--- src/rtl/ubd_pkg.sv ---
`timescale 1ns / 1ps

package ubd_pkg;

	localparam int CLOCK_W = 30;
	localparam int BAUD_W = 24;
	localparam int WORD_W = 16;

	// clock_hz * 25 needs 35 bits; the divisor is baud scaled by 2 or 4.
	localparam int NUM_W = 35;
	localparam int DEN_W = BAUD_W + 2;

	// Quotients of 2**19 and more always saturate, so only 19 quotient bits
	// are developed; the numerator bits above them seed the remainder.
	localparam int QUO_W = 19;
	localparam int HI_W = NUM_W - QUO_W;
	localparam int DIV_STEPS = QUO_W;

	localparam logic [NUM_W-1:0] CLOCK_MUL = NUM_W'(25);

	// Reciprocal of 100 for a 19-bit shift, exact after one correction.
	localparam int RECIP_W = 13;
	localparam int RECIP_SHIFT = 19;
	localparam logic [RECIP_W-1:0] RECIP_100 = RECIP_W'(5243);

	localparam int MANT_W = 13;
	localparam int REM_W = 7;
	localparam int FNUM_W = 11;
	localparam int FRAC_W = 5;

	localparam logic [MANT_W-1:0] MANT_MAX = MANT_W'(4095);
	localparam logic [REM_W-1:0] HUNDRED = REM_W'(100);
	localparam logic [FNUM_W-1:0] ROUND_HALF = FNUM_W'(50);
	localparam logic [FRAC_W-1:0] UNITS_16 = FRAC_W'(16);
	localparam logic [FRAC_W-1:0] UNITS_8 = FRAC_W'(8);
	localparam logic [WORD_W-1:0] WORD_SAT = {WORD_W{1'b1}};

	localparam int CFG_DATA_W = CLOCK_W;

	typedef enum logic {
		CFG_CLOCK_HZ = 1'b0,
		CFG_OVERSAMPLE = 1'b1
	} cfg_index_t;

	// Payload of one item as it moves through the divider.
	typedef struct packed {
		logic sat;
		logic over8;
		logic [DEN_W-1:0] rem;
		logic [DEN_W-1:0] den;
		logic [QUO_W-1:0] nq;
	} div_t;

endpackage

--- src/rtl/ubd_front.sv ---
`timescale 1ns / 1ps

module ubd_front (
	input  logic clk,
	input  logic arst_n,
	input  logic en,
	input  logic vld_in,
	input  logic [ubd_pkg::BAUD_W-1:0] line_rate,
	input  logic [ubd_pkg::CLOCK_W-1:0] clock_hz,
	input  logic over8,
	output logic vld_s2,
	output ubd_pkg::div_t d_s2
);
	import ubd_pkg::*;

	logic vld_s1;
	logic [NUM_W-1:0] num_s1;
	logic [DEN_W-1:0] den_s1;
	logic over8_s1;
	logic [HI_W-1:0] num_hi;
	div_t d_nxt;

	always_ff @(posedge clk or negedge arst_n) begin
		if (!arst_n) begin
			vld_s1 <= 1'b0;
			vld_s2 <= 1'b0;
		end else if (en) begin
			vld_s1 <= vld_in;
			vld_s2 <= vld_s1;
		end
	end

	always_ff @(posedge clk) begin
		if (en) begin
			num_s1 <= NUM_W'(clock_hz) * CLOCK_MUL;
			den_s1 <= over8 ? {1'b0, line_rate, 1'b0} : {line_rate, 2'b00};
			over8_s1 <= over8;
			d_s2 <= d_nxt;
		end
	end

	// If the top numerator bits already reach the divisor, the quotient is
	// at least 2**19 and the word saturates. A zero baud rate lands here too.
	always_comb begin
		num_hi = num_s1[NUM_W-1:QUO_W];
		d_nxt.sat = (DEN_W'(num_hi) >= den_s1);
		d_nxt.over8 = over8_s1;
		d_nxt.rem = DEN_W'(num_hi);
		d_nxt.den = den_s1;
		d_nxt.nq = num_s1[QUO_W-1:0];
	end

endmodule

--- src/rtl/ubd_div_step.sv ---
`timescale 1ns / 1ps

module ubd_div_step (
	input  logic clk,
	input  logic arst_n,
	input  logic en,
	input  logic vld_in,
	input  ubd_pkg::div_t d_in,
	output logic vld_s1,
	output ubd_pkg::div_t d_s1
);
	import ubd_pkg::*;

	logic [DEN_W:0] r2;
	logic [DEN_W:0] diff;
	logic ge;
	div_t d_nxt;

	// One restoring step: numerator bits shift out of the top of nq while
	// quotient bits shift in at the bottom.
	always_comb begin
		r2 = {d_in.rem, d_in.nq[QUO_W-1]};
		diff = r2 - {1'b0, d_in.den};
		ge = (r2 >= {1'b0, d_in.den});
		d_nxt = d_in;
		d_nxt.rem = ge ? diff[DEN_W-1:0] : r2[DEN_W-1:0];
		d_nxt.nq = {d_in.nq[QUO_W-2:0], ge};
	end

	always_ff @(posedge clk or negedge arst_n) begin
		if (!arst_n) begin
			vld_s1 <= 1'b0;
		end else if (en) begin
			vld_s1 <= vld_in;
		end
	end

	always_ff @(posedge clk) begin
		if (en) begin
			d_s1 <= d_nxt;
		end
	end

endmodule

--- src/rtl/ubd_post.sv ---
`timescale 1ns / 1ps

module ubd_post (
	input  logic clk,
	input  logic arst_n,
	input  logic en,
	input  logic vld_in,
	input  ubd_pkg::div_t d_in,
	output logic vld_s4,
	output logic [ubd_pkg::WORD_W-1:0] word_s4,
	output logic oor_s4
);
	import ubd_pkg::*;

	logic [3:1] vld_q;
	logic [QUO_W-1:0] quo_s1;
	logic [MANT_W-1:0] qest_s1;
	logic [2:0] sat_q;
	logic [2:0] over8_q;
	logic [MANT_W-1:0] mant_s2;
	logic [REM_W-1:0] rem_s2;
	logic [MANT_W-1:0] mant_s3;
	logic [FRAC_W-1:0] frac_s3;

	logic [QUO_W+RECIP_W-1:0] qprod;
	logic [QUO_W+1:0] prod100;
	logic [QUO_W+1:0] qdiff;
	logic [MANT_W-1:0] mant_nxt;
	logic [REM_W-1:0] rem_nxt;
	logic [FNUM_W-1:0] fnum;
	logic [FNUM_W+RECIP_W-1:0] fprod;
	logic carry;
	logic [MANT_W-1:0] mant_fin;
	logic [3:0] frac_fin;
	logic sat_fin;

	always_comb begin
		qprod = (QUO_W+RECIP_W)'(d_in.nq) * (QUO_W+RECIP_W)'(RECIP_100);

		// The estimate is at most one too large; a negative remainder fixes it.
		prod100 = (QUO_W+2)'(qest_s1) * (QUO_W+2)'(HUNDRED);
		qdiff = (QUO_W+2)'(quo_s1) - prod100;
		if (qdiff[QUO_W+1]) begin
			mant_nxt = qest_s1 - MANT_W'(1);
			rem_nxt = qdiff[REM_W-1:0] + HUNDRED;
		end else begin
			mant_nxt = qest_s1;
			rem_nxt = qdiff[REM_W-1:0];
		end

		// Round the remainder half up to eighths or sixteenths.
		fnum = over8_q[1] ? {1'b0, rem_s2, 3'b000} : {rem_s2, 4'b0000};
		fnum = fnum + ROUND_HALF;
		fprod = (FNUM_W+RECIP_W)'(fnum) * (FNUM_W+RECIP_W)'(RECIP_100);

		carry = over8_q[2] ? (frac_s3 >= UNITS_8) : (frac_s3 >= UNITS_16);
		mant_fin = mant_s3 + MANT_W'(carry);
		if (carry) begin
			frac_fin = 4'b0000;
		end else if (over8_q[2]) begin
			frac_fin = {1'b0, frac_s3[2:0]};
		end else begin
			frac_fin = frac_s3[3:0];
		end
		sat_fin = sat_q[2] || (mant_fin > MANT_MAX);
	end

	always_ff @(posedge clk or negedge arst_n) begin
		if (!arst_n) begin
			vld_q <= '0;
			vld_s4 <= 1'b0;
		end else if (en) begin
			vld_q <= {vld_q[2:1], vld_in};
			vld_s4 <= vld_q[3];
		end
	end

	always_ff @(posedge clk) begin
		if (en) begin
			quo_s1 <= d_in.nq;
			qest_s1 <= qprod[QUO_W+RECIP_W-1:RECIP_SHIFT];
			sat_q <= {sat_q[1:0], d_in.sat};
			over8_q <= {over8_q[1:0], d_in.over8};
			mant_s2 <= mant_nxt;
			rem_s2 <= rem_nxt;
			mant_s3 <= mant_s2;
			frac_s3 <= fprod[RECIP_SHIFT+FRAC_W-1:RECIP_SHIFT];
			word_s4 <= sat_fin ? WORD_SAT : {mant_fin[WORD_W-5:0], frac_fin};
			oor_s4 <= sat_fin;
		end
	end

endmodule

--- src/rtl/uart_baud_divisor_calc.sv ---
`timescale 1ns / 1ps

// Baud divisor calculator: each item is a requested baud rate, and each
// result is the UART baud register word (mantissa in bits 15:4, fraction in
// bits 3:0) for the configured clock and oversampling mode, or 65535 with
// out_of_range set when the mantissa needs more than 12 bits. An item can
// enter every cycle unless the result side stalls; the pipe holds the
// 19 restoring divide steps, one per stage, plus two front stages
// that form the scaled clock and four that split the quotient into mantissa
// and rounded fraction. A stall on the result side freezes the whole pipe.
// Configuration is sampled as items enter.
module uart_baud_divisor_calc (
	input  logic clk,
	input  logic arst_n,
	input  logic cfg_we,
	input  logic [0:0] cfg_index,
	input  logic [ubd_pkg::CFG_DATA_W-1:0] cfg_data,
	input  logic baud_valid,
	output logic baud_stall,
	input  logic [ubd_pkg::BAUD_W-1:0] line_rate,
	output logic result_valid,
	input  logic result_stall,
	output logic [ubd_pkg::WORD_W-1:0] divisor_word,
	output logic out_of_range
);
	import ubd_pkg::*;

	logic [CLOCK_W-1:0] clock_hz_q;
	logic over8_q;
	logic adv;
	logic [DIV_STEPS:0] div_vld;
	div_t div_pl [DIV_STEPS+1];

	always_ff @(posedge clk or negedge arst_n) begin
		if (!arst_n) begin
			clock_hz_q <= CLOCK_W'(16000000);
			over8_q <= 1'b0;
		end else if (cfg_we) begin
			case (cfg_index_t'(cfg_index))
				CFG_CLOCK_HZ: clock_hz_q <= cfg_data[CLOCK_W-1:0];
				CFG_OVERSAMPLE: over8_q <= cfg_data[0];
				default: ;
			endcase
		end
	end

	assign adv = !(result_valid && result_stall);
	assign baud_stall = !adv;

	ubd_front u_front (
		.clk(clk),
		.arst_n(arst_n),
		.en(adv),
		.vld_in(baud_valid),
		.line_rate(line_rate),
		.clock_hz(clock_hz_q),
		.over8(over8_q),
		.vld_s2(div_vld[0]),
		.d_s2(div_pl[0])
	);

	for (genvar i = 0; i < DIV_STEPS; i++) begin : g_div
		ubd_div_step u_step (
			.clk(clk),
			.arst_n(arst_n),
			.en(adv),
			.vld_in(div_vld[i]),
			.d_in(div_pl[i]),
			.vld_s1(div_vld[i+1]),
			.d_s1(div_pl[i+1])
		);
	end

	ubd_post u_post (
		.clk(clk),
		.arst_n(arst_n),
		.en(adv),
		.vld_in(div_vld[DIV_STEPS]),
		.d_in(div_pl[DIV_STEPS]),
		.vld_s4(result_valid),
		.word_s4(divisor_word),
		.oor_s4(out_of_range)
	);

	a_sat_word: assert property (@(posedge clk) disable iff (!arst_n)
		result_valid && out_of_range |-> divisor_word == WORD_SAT)
		else $error("saturated result without an all-ones word");

	a_frac8: assert property (@(posedge clk) disable iff (!arst_n)
		result_valid && !out_of_range && over8_q |-> !divisor_word[3])
		else $error("eighths fraction uses bit 3");

	a_freeze: assert property (@(posedge clk) disable iff (!arst_n)
		result_valid && result_stall |=> result_valid)
		else $error("stalled result item dropped");

endmodule
--- config.mk ---
export PLATFORM = sky130hd
export DESIGN_NAME = uart_baud_divisor_calc
export DESIGN_NICKNAME = d
export VERILOG_FILES = /design/src/rtl/ubd_pkg.sv /design/src/rtl/ubd_front.sv /design/src/rtl/ubd_div_step.sv /design/src/rtl/ubd_post.sv /design/src/rtl/uart_baud_divisor_calc.sv
export SDC_FILE = /design/constraint.sdc
export NUM_CORES = 2
export LEC_CHECK = 0
export BUFFER_PORTS_ARGS = -buffer_cell sky130_fd_sc_hd__buf_4
export CAP_MARGIN = 20
export CORE_MARGIN = 2
export CORE_UTILIZATION = 45
export DETAILED_ROUTE_END_ITERATION = 8
export PLACE_DENSITY = 0.58
export SLEW_MARGIN = 20
export SYNTH_ARGS = -nofsm -noshare
export SYNTH_HDL_FRONTEND = slang
export SYNTH_SLANG_ARGS = --single-unit
--- constraint.sdc ---
create_clock -name clk -period 61.5 [get_ports clk]
set_input_delay 3.075 -clock clk [delete_from_list [all_inputs] [get_ports clk]]
set_output_delay 3.075 -clock clk [all_outputs]
set_load 0.005 [all_outputs]
Yosys cells after proc, flatten, opt, wreduce, memory -nomap -nowiden
Cells that the tools add are included.
{"block": "word_totals", "reg_bits": 1609, "inputBits": 60, "output_inout_bits": 19, "word_cells": 219}
{"block": "classes", "add_sub_neg": 23, "multipliers": 4, "n_lt_le_gt_ge": 23, "n_mux": 25, "bitwise": 1, "reduce_logical": 4}
{"operator": "greater-or-equal comparator 27 x 26 -> 1 bit", "n": 18}
{"operator": "2-to-1 mux 26 bit", "n": 17}
{"operator": "subtractor 26 bit", "n": 17}
{"operator": "multiplier 30 x 5 -> 35 bit (second input constant)", "n": 1}
{"operator": "multiplier 19 x 13 -> 32 bit (second input constant)", "n": 1}
{"operator": "greater-or-equal comparator 16 x 26 -> 1 bit", "n": 1}
{"operator": "greater-or-equal comparator 17 x 26 -> 1 bit", "n": 1}
{"operator": "subtractor 17 x 26 -> 26 bit", "n": 1}
{"operator": "2-to-1 mux 25 bit", "n": 1}
{"operator": "multiplier 11 x 13 -> 24 bit (second input constant)", "n": 1}
{"operator": "subtractor 19 x 20 -> 21 bit", "n": 1}
{"operator": "multiplier 13 x 5 -> 18 bit (second input constant)", "n": 1}
{"operator": "2-to-1 mux 17 bit", "n": 1}
{"operator": "adder 13 x 1 -> 13 bit", "n": 1}
{"operator": "greater-than comparator 13 x 12 -> 1 bit (second input constant)", "n": 1}
{"operator": "2-to-1 mux 13 bit", "n": 1}
{"operator": "subtractor 13 x 1 -> 13 bit (second input constant)", "n": 1}
{"operator": "adder 11 x 6 -> 11 bit (second input constant)", "n": 1}
{"operator": "2-to-1 mux 11 bit", "n": 1}
{"operator": "2-to-1 mux 4 bit", "n": 2}
{"operator": "adder 7 bit (second input constant)", "n": 1}
{"operator": "2-to-1 mux 7 bit", "n": 1}
{"operator": "greater-or-equal comparator 5 x 4 -> 1 bit (second input constant)", "n": 1}
{"operator": "greater-or-equal comparator 5 bit (second input constant)", "n": 1}
{"operator": "other kinds (5)", "n": 6}

Longest topological paths before layout
{"block": "logic_depth", "ltp_word": 5, "mapped_depth": 27, "ltp_nobuf": 27}

Cells and area by module
From an unflattened synthesis, not the netlist that was laid out.
{"block": "hier_totals", "hier_cells": 8165, "area_unflattened_um2": 100291.2}
{"module": "ubd_div_step at g_div[0].u_step ...", "n_inst": 16, "cells_each": 337, "area_per_inst_um2": 4176.5, "seq_area_each_um2": 2217.1}
{"module": "ubd_post", "n_inst": 1, "cells_each": 1087, "area_per_inst_um2": 11910.2, "seq_area_each_um2": 2892.8}
{"module": "ubd_div_step at g_div[16].u_step ...", "n_inst": 2, "cells_each": 318, "area_per_inst_um2": 4124.0, "seq_area_each_um2": 2217.1}
{"module": "ubd_front", "n_inst": 1, "cells_each": 637, "area_per_inst_um2": 7908.8, "seq_area_each_um2": 3743.6}
{"module": "ubd_div_step at g_div[15].u_step", "n_inst": 1, "cells_each": 344, "area_per_inst_um2": 4170.2, "seq_area_each_um2": 2217.1}
{"module": "uart_baud_divisor_calc", "n_inst": 1, "cells_each": 69, "area_per_inst_um2": 1229.9, "seq_area_each_um2": 784.5}

Least setup slack after synthesis
No wires, ideal clock.
{"block": "synth_path", "path_kind": "input-to-reg", "startpoint": "input port result_stall", "endpoint": "register g_div[0].u_step.vld_s1", "setup_time_ps": 214, "arrival_ps": 49901, "t_required_ps": 61286, "path_slack_ps": 11385, "path_stages": 3, "n_path_buf": 1, "path_cell_list": "nand2_1 clkbuf_1 mux2_2"}
{"block": "synth_via", "elab_chain_cells": 1}
{"item": "from (decl)", "line": "uart_baud_divisor_calc.sv:22", "source": "input logic result_stall,"}
{"item": "logical AND 1 bit", "line": "uart_baud_divisor_calc.sv:47", "source": "assign adv = !(result_valid && result_stall);"}
{"item": "to (signal assigned)", "line": "ubd_div_step.sv:34", "source": "vld_s1 <= vld_in;"}
{"item": "to (decl)", "line": "ubd_div_step.sv:9", "source": "output logic vld_s1,"}
Every way passes these cells.
A chain may end at the register's enable or synchronous reset.

Worst setup path in the final report
{"block": "layout_path", "startpoint": "input port result_stall", "endpoint": "register g_div[17].u_step.d_s1[26] (netlist name) (enable)"}
{"block": "layout_via", "elab_chain_cells": 1}
{"item": "logical AND 1 bit", "line": "uart_baud_divisor_calc.sv:47"}
{"item": "to (signal assigned)", "line": "ubd_div_step.sv:40", "source": "d_s1 <= d_nxt;"}
{"item": "to (decl)", "line": "ubd_div_step.sv:10", "source": "output ubd_pkg::div_t d_s1"}
Every way passes these cells.

==> qor.yml <==
post_cts.resized_instances: 0
final.period_utilization_pct: 11.6
post-route-drc-count: 0
fin_setup_tns_ns: 0
drt_wirelength_um: 167000
first_pass_grt_wire_length_um: 272000
worstSetupPathType: "input pin to register"
clk_pin_slew_worst_paths_ns: 0.06
fp.dieArea_mm2: 0.200
wl_per_cell_um: 16.4
1st_iter_drt_viols: 2537
drive_gt1_share_pct: 8.92
dp.final_hpwl_um: 126000
groute.usage.overall_pct: 16.8
synth_async_sr_flop_share_pct: 3.52
tightest_slew_ns: 1.14
final_layout_net_count: 8489
yosys.area_share.adder_pct: 15.7
drtAntennaViolNets: 0
cts.repair_timing.setup_buffer_count: 0
row_count: 162
die_w_um: 447
portion_of_netlist_area_occupied_by_mux_cells_pct: 3.71
netlist.top_cell.by_area: "sky130_fd_sc_hd__edfxtp_1"
sequential_element_share_of_the_synthesized_area_pct: 53.7
post_synth.cell_area_avg_um2: 12.2
crit_arrival_ns: 7.61
simple_gate_area_share_of_the_yosys_netlist_pct: 7.12
rsz0062_at_grt: "false"
synth_compound_area_share_pct: 10.8
antenna_found_initial: 2
cap_viol_max_count: 0
synth_fp_nets: 8302
status: "completed"
clock_tree.root_cell: "sky130_fd_sc_hd__clkbuf_16"
cts_tree: "yes"
timing.critical_path.fanout_max: 175
clock_tree.htree_level_count: 4
flow.area_growth_from_synthesis_pct: 10.8
crit_required_ns: 61.95
globalplace.congestion: 0.899
initial_core_util_pct: 45.3
seq_area_mm2: 0.0474
core_area_mm2: 0.195
postSynthRegisterBits: 1589
grt.overflow.total: 0
ys.flop_type: "sky130_fd_sc_hd__edfxtp_1"
clk-insertion-delay-late_ns: 0.85
slew_headroom_pct: 23.5
hold_violations: 0
report.final.setup_viol: 0
vias_per_cell: 5.17
yosys_warnings: 0
dr_total_vias: 52700
critical_path.startpoint_type: "input pin"
synth.distinct_cells: 79
portion_of_synthesized_cell_area_occupied_by_the_leading_cell_type_pct: 52.1
cts_made_buffers: 174
detailedRoute.firstPassIterationCount: 6
layout_min_cycle_time_ns: 7.16
synth-xor-area-share_pct: 4.30
grt_max_degree: 176
mappedNetlistArea_mm2: 0.0884
hold_path_class: "register to register"
grt_pass1_vias: 54300
final-max-slew-violation-count: 0
timing.fmax_mhz: 140
clockBufferDepth: 3
largest_cells_by_area_after_synthesis: "sky130_fd_sc_hd__edfxtp_1 52%, sky130_fd_sc_hd__ha_1 12%, sky130_fd_sc_hd__inv_1 4.2%, sky130_fd_sc_hd__fa_1 3.9%, sky130_fd_sc_hd__mux2_2 3.2%"
timing.clock.skew_ns: 0.0435
layout.filler_cells: 16900
multi_input_comb_area_mm2: 0.0369
synth-edff-count: 1533
dominant_combinational_cell_family_by_area_after_synthesis: "adder cells"
top_level_ports: 79
cts.sink_count: 1589
endpoint_kind: "register"
fp.dieH_um: 447
place.port_buffers: 78
cts_hold_repair.buffers: 0
netlist_instances: 7236
[metrics by stage]
step                      setup slack [ns]  hold WS (ns)  area (µm²)  std cells  utilization (%)
final                                54.34         0.401       97900      10200             50.2
after detailed placement             53.42         0.405       92300       9869             47.3
after floorplan                      11.39         0.400       88400       7236                -
after global placement               53.52         0.400       92200       9869             47.3
after global routing                 53.93         0.408       97900      10200             50.2
after CTS                            54.31         0.397       97800      10200             50.2
[cell type report]
cell class                      instances  share of cell area [%]
Multi-Input combinational cell       4555                    37.7
Antenna cell                            2                 0.00511
Sequential cell                      1589                    48.5
Inverter                              988                    3.79
Tap cell                             2624                    3.35
Clock inverter                        102                    1.12
Clock buffer                          210                    4.59
Timing Repair Buffer                  115                   0.961
[worst paths after layout]
path / start / cells past startpoint / slack, ns / end
worst max-delay path: result_stall / 7 / 54.34 / g_div[17].u_step.d_s1[26]
max in group asynchronous: arst_n / 1 / 58.74 / g_div[6].u_step.vld_s1
worst min register to register: g_div[1].u_step.d_s1[17] / 0 / 0.40 / g_div[2].u_step.d_s1[18]
worst min-delay path: g_div[1].u_step.d_s1[17] / 0 / 0.40 / g_div[2].u_step.d_s1[18]
worst max register to register: u_post.over8_q[1] / 25 / 54.61 / u_post.frac_s3[4]
min in group asynchronous: arst_n / 1 / 2.30 / g_div[17].u_step.vld_s1
[cells in the final DEF, fill, tap and decap left out, types with 97 or more instances in the layout]
cell type / n
sky130_fd_sc_hd__edfxtp_1: 1533
sky130_fd_sc_hd__mux2_2: 252
sky130_fd_sc_hd__o21ai_0: 354
sky130_fd_sc_hd__ha_1: 836
sky130_fd_sc_hd__inv_1: 987
sky130_fd_sc_hd__clkbuf_16: 174
sky130_fd_sc_hd__nor2_1: 329
sky130_fd_sc_hd__xor2_1: 157
sky130_fd_sc_hd__nand2_1: 415
sky130_fd_sc_hd__buf_4: 110
sky130_fd_sc_hd__a21oi_1: 421
sky130_fd_sc_hd__nor3_1: 97
sky130_fd_sc_hd__xnor2_1: 277
sky130_fd_sc_hd__a21o_1: 212
sky130_fd_sc_hd__fa_1: 170
[synth_stat cells (12+ instances only)]
cell,n
sky130_fd_sc_hd__nand2b_1,67
sky130_fd_sc_hd__o21a_1,84
sky130_fd_sc_hd__dfrtp_1,49
sky130_fd_sc_hd__edfxtp_1,1533
sky130_fd_sc_hd__mux2i_1,23
sky130_fd_sc_hd__nand2_1,416
sky130_fd_sc_hd__nor3b_1,12
sky130_fd_sc_hd__and3_1,43
sky130_fd_sc_hd__nor2_1,329
sky130_fd_sc_hd__a21boi_0,24
sky130_fd_sc_hd__nand3_1,94
sky130_fd_sc_hd__and2_1,18
sky130_fd_sc_hd__mux2_2,252
sky130_fd_sc_hd__a21oi_1,423
sky130_fd_sc_hd__o21bai_1,46
sky130_fd_sc_hd__nor2b_1,88
sky130_fd_sc_hd__nor4_1,29
sky130_fd_sc_hd__nand4_1,57
sky130_fd_sc_hd__ha_1,836
sky130_fd_sc_hd__xnor2_1,277
sky130_fd_sc_hd__or2_2,16
sky130_fd_sc_hd__o31ai_1,39
sky130_fd_sc_hd__a211oi_1,55
sky130_fd_sc_hd__a211o_1,18
sky130_fd_sc_hd__nand4b_1,12
sky130_fd_sc_hd__clkbuf_1,81
sky130_fd_sc_hd__inv_1,987
sky130_fd_sc_hd__a31oi_1,58
sky130_fd_sc_hd__fa_1,170
sky130_fd_sc_hd__xor2_1,157
sky130_fd_sc_hd__o21ai_0,356
sky130_fd_sc_hd__nor3_1,97
sky130_fd_sc_hd__o31a_1,16
sky130_fd_sc_hd__or3_1,12
sky130_fd_sc_hd__mux2_4,14
sky130_fd_sc_hd__o211ai_1,25
sky130_fd_sc_hd__a21o_1,212
sky130_fd_sc_hd__o41ai_1,18
sky130_fd_sc_hd__a2111oi_0,14
[registers in the layout (all words and copies together) (netlist names), 7 cells and up]
register / count
g_div.u_step.d_s1: 1317
u_front.d_s2: 62
u_front.num_s1: 35
clock_hz_q: 30
u_front.den_s1: 25
g_div.u_step.vld_s1: 19
u_post.quo_s1: 19
u_post.word_s4: 16
u_post.mant_s2: 13
u_post.mant_s3: 13
u_post.qest_s1: 13
u_post.rem_s2: 7
[layer usage]
metal	wire, µm	vias up	GRT usage (%)
li1	-	26500	-
met1	66000	25100	18.3
met2	87800	723	31.5
met3	4690	374	2.61
met4	8130	0	8.34
met5	0	-	0
[critical path: stages]
cell	delay (ns)
sky130_fd_sc_hd__buf_4	0.12
sky130_fd_sc_hd__nand2_4	0.16
sky130_fd_sc_hd__buf_12	0.60
sky130_fd_sc_hd__buf_4	0.74
sky130_fd_sc_hd__buf_4	0.83
sky130_fd_sc_hd__buf_4	0.86
sky130_fd_sc_hd__buf_4	0.86
[cells by family after synthesis]
logic type,Yosys count
compound gates,1503
xor+xnor,434
flops,1589
fa+ha+maj,1006
mux,289
buf+inv,1092
simple gates,1323
Power is left out: the tool's default activity adds up to more than one toggle a clock period on the data nets, which glitch-free logic cannot reach.
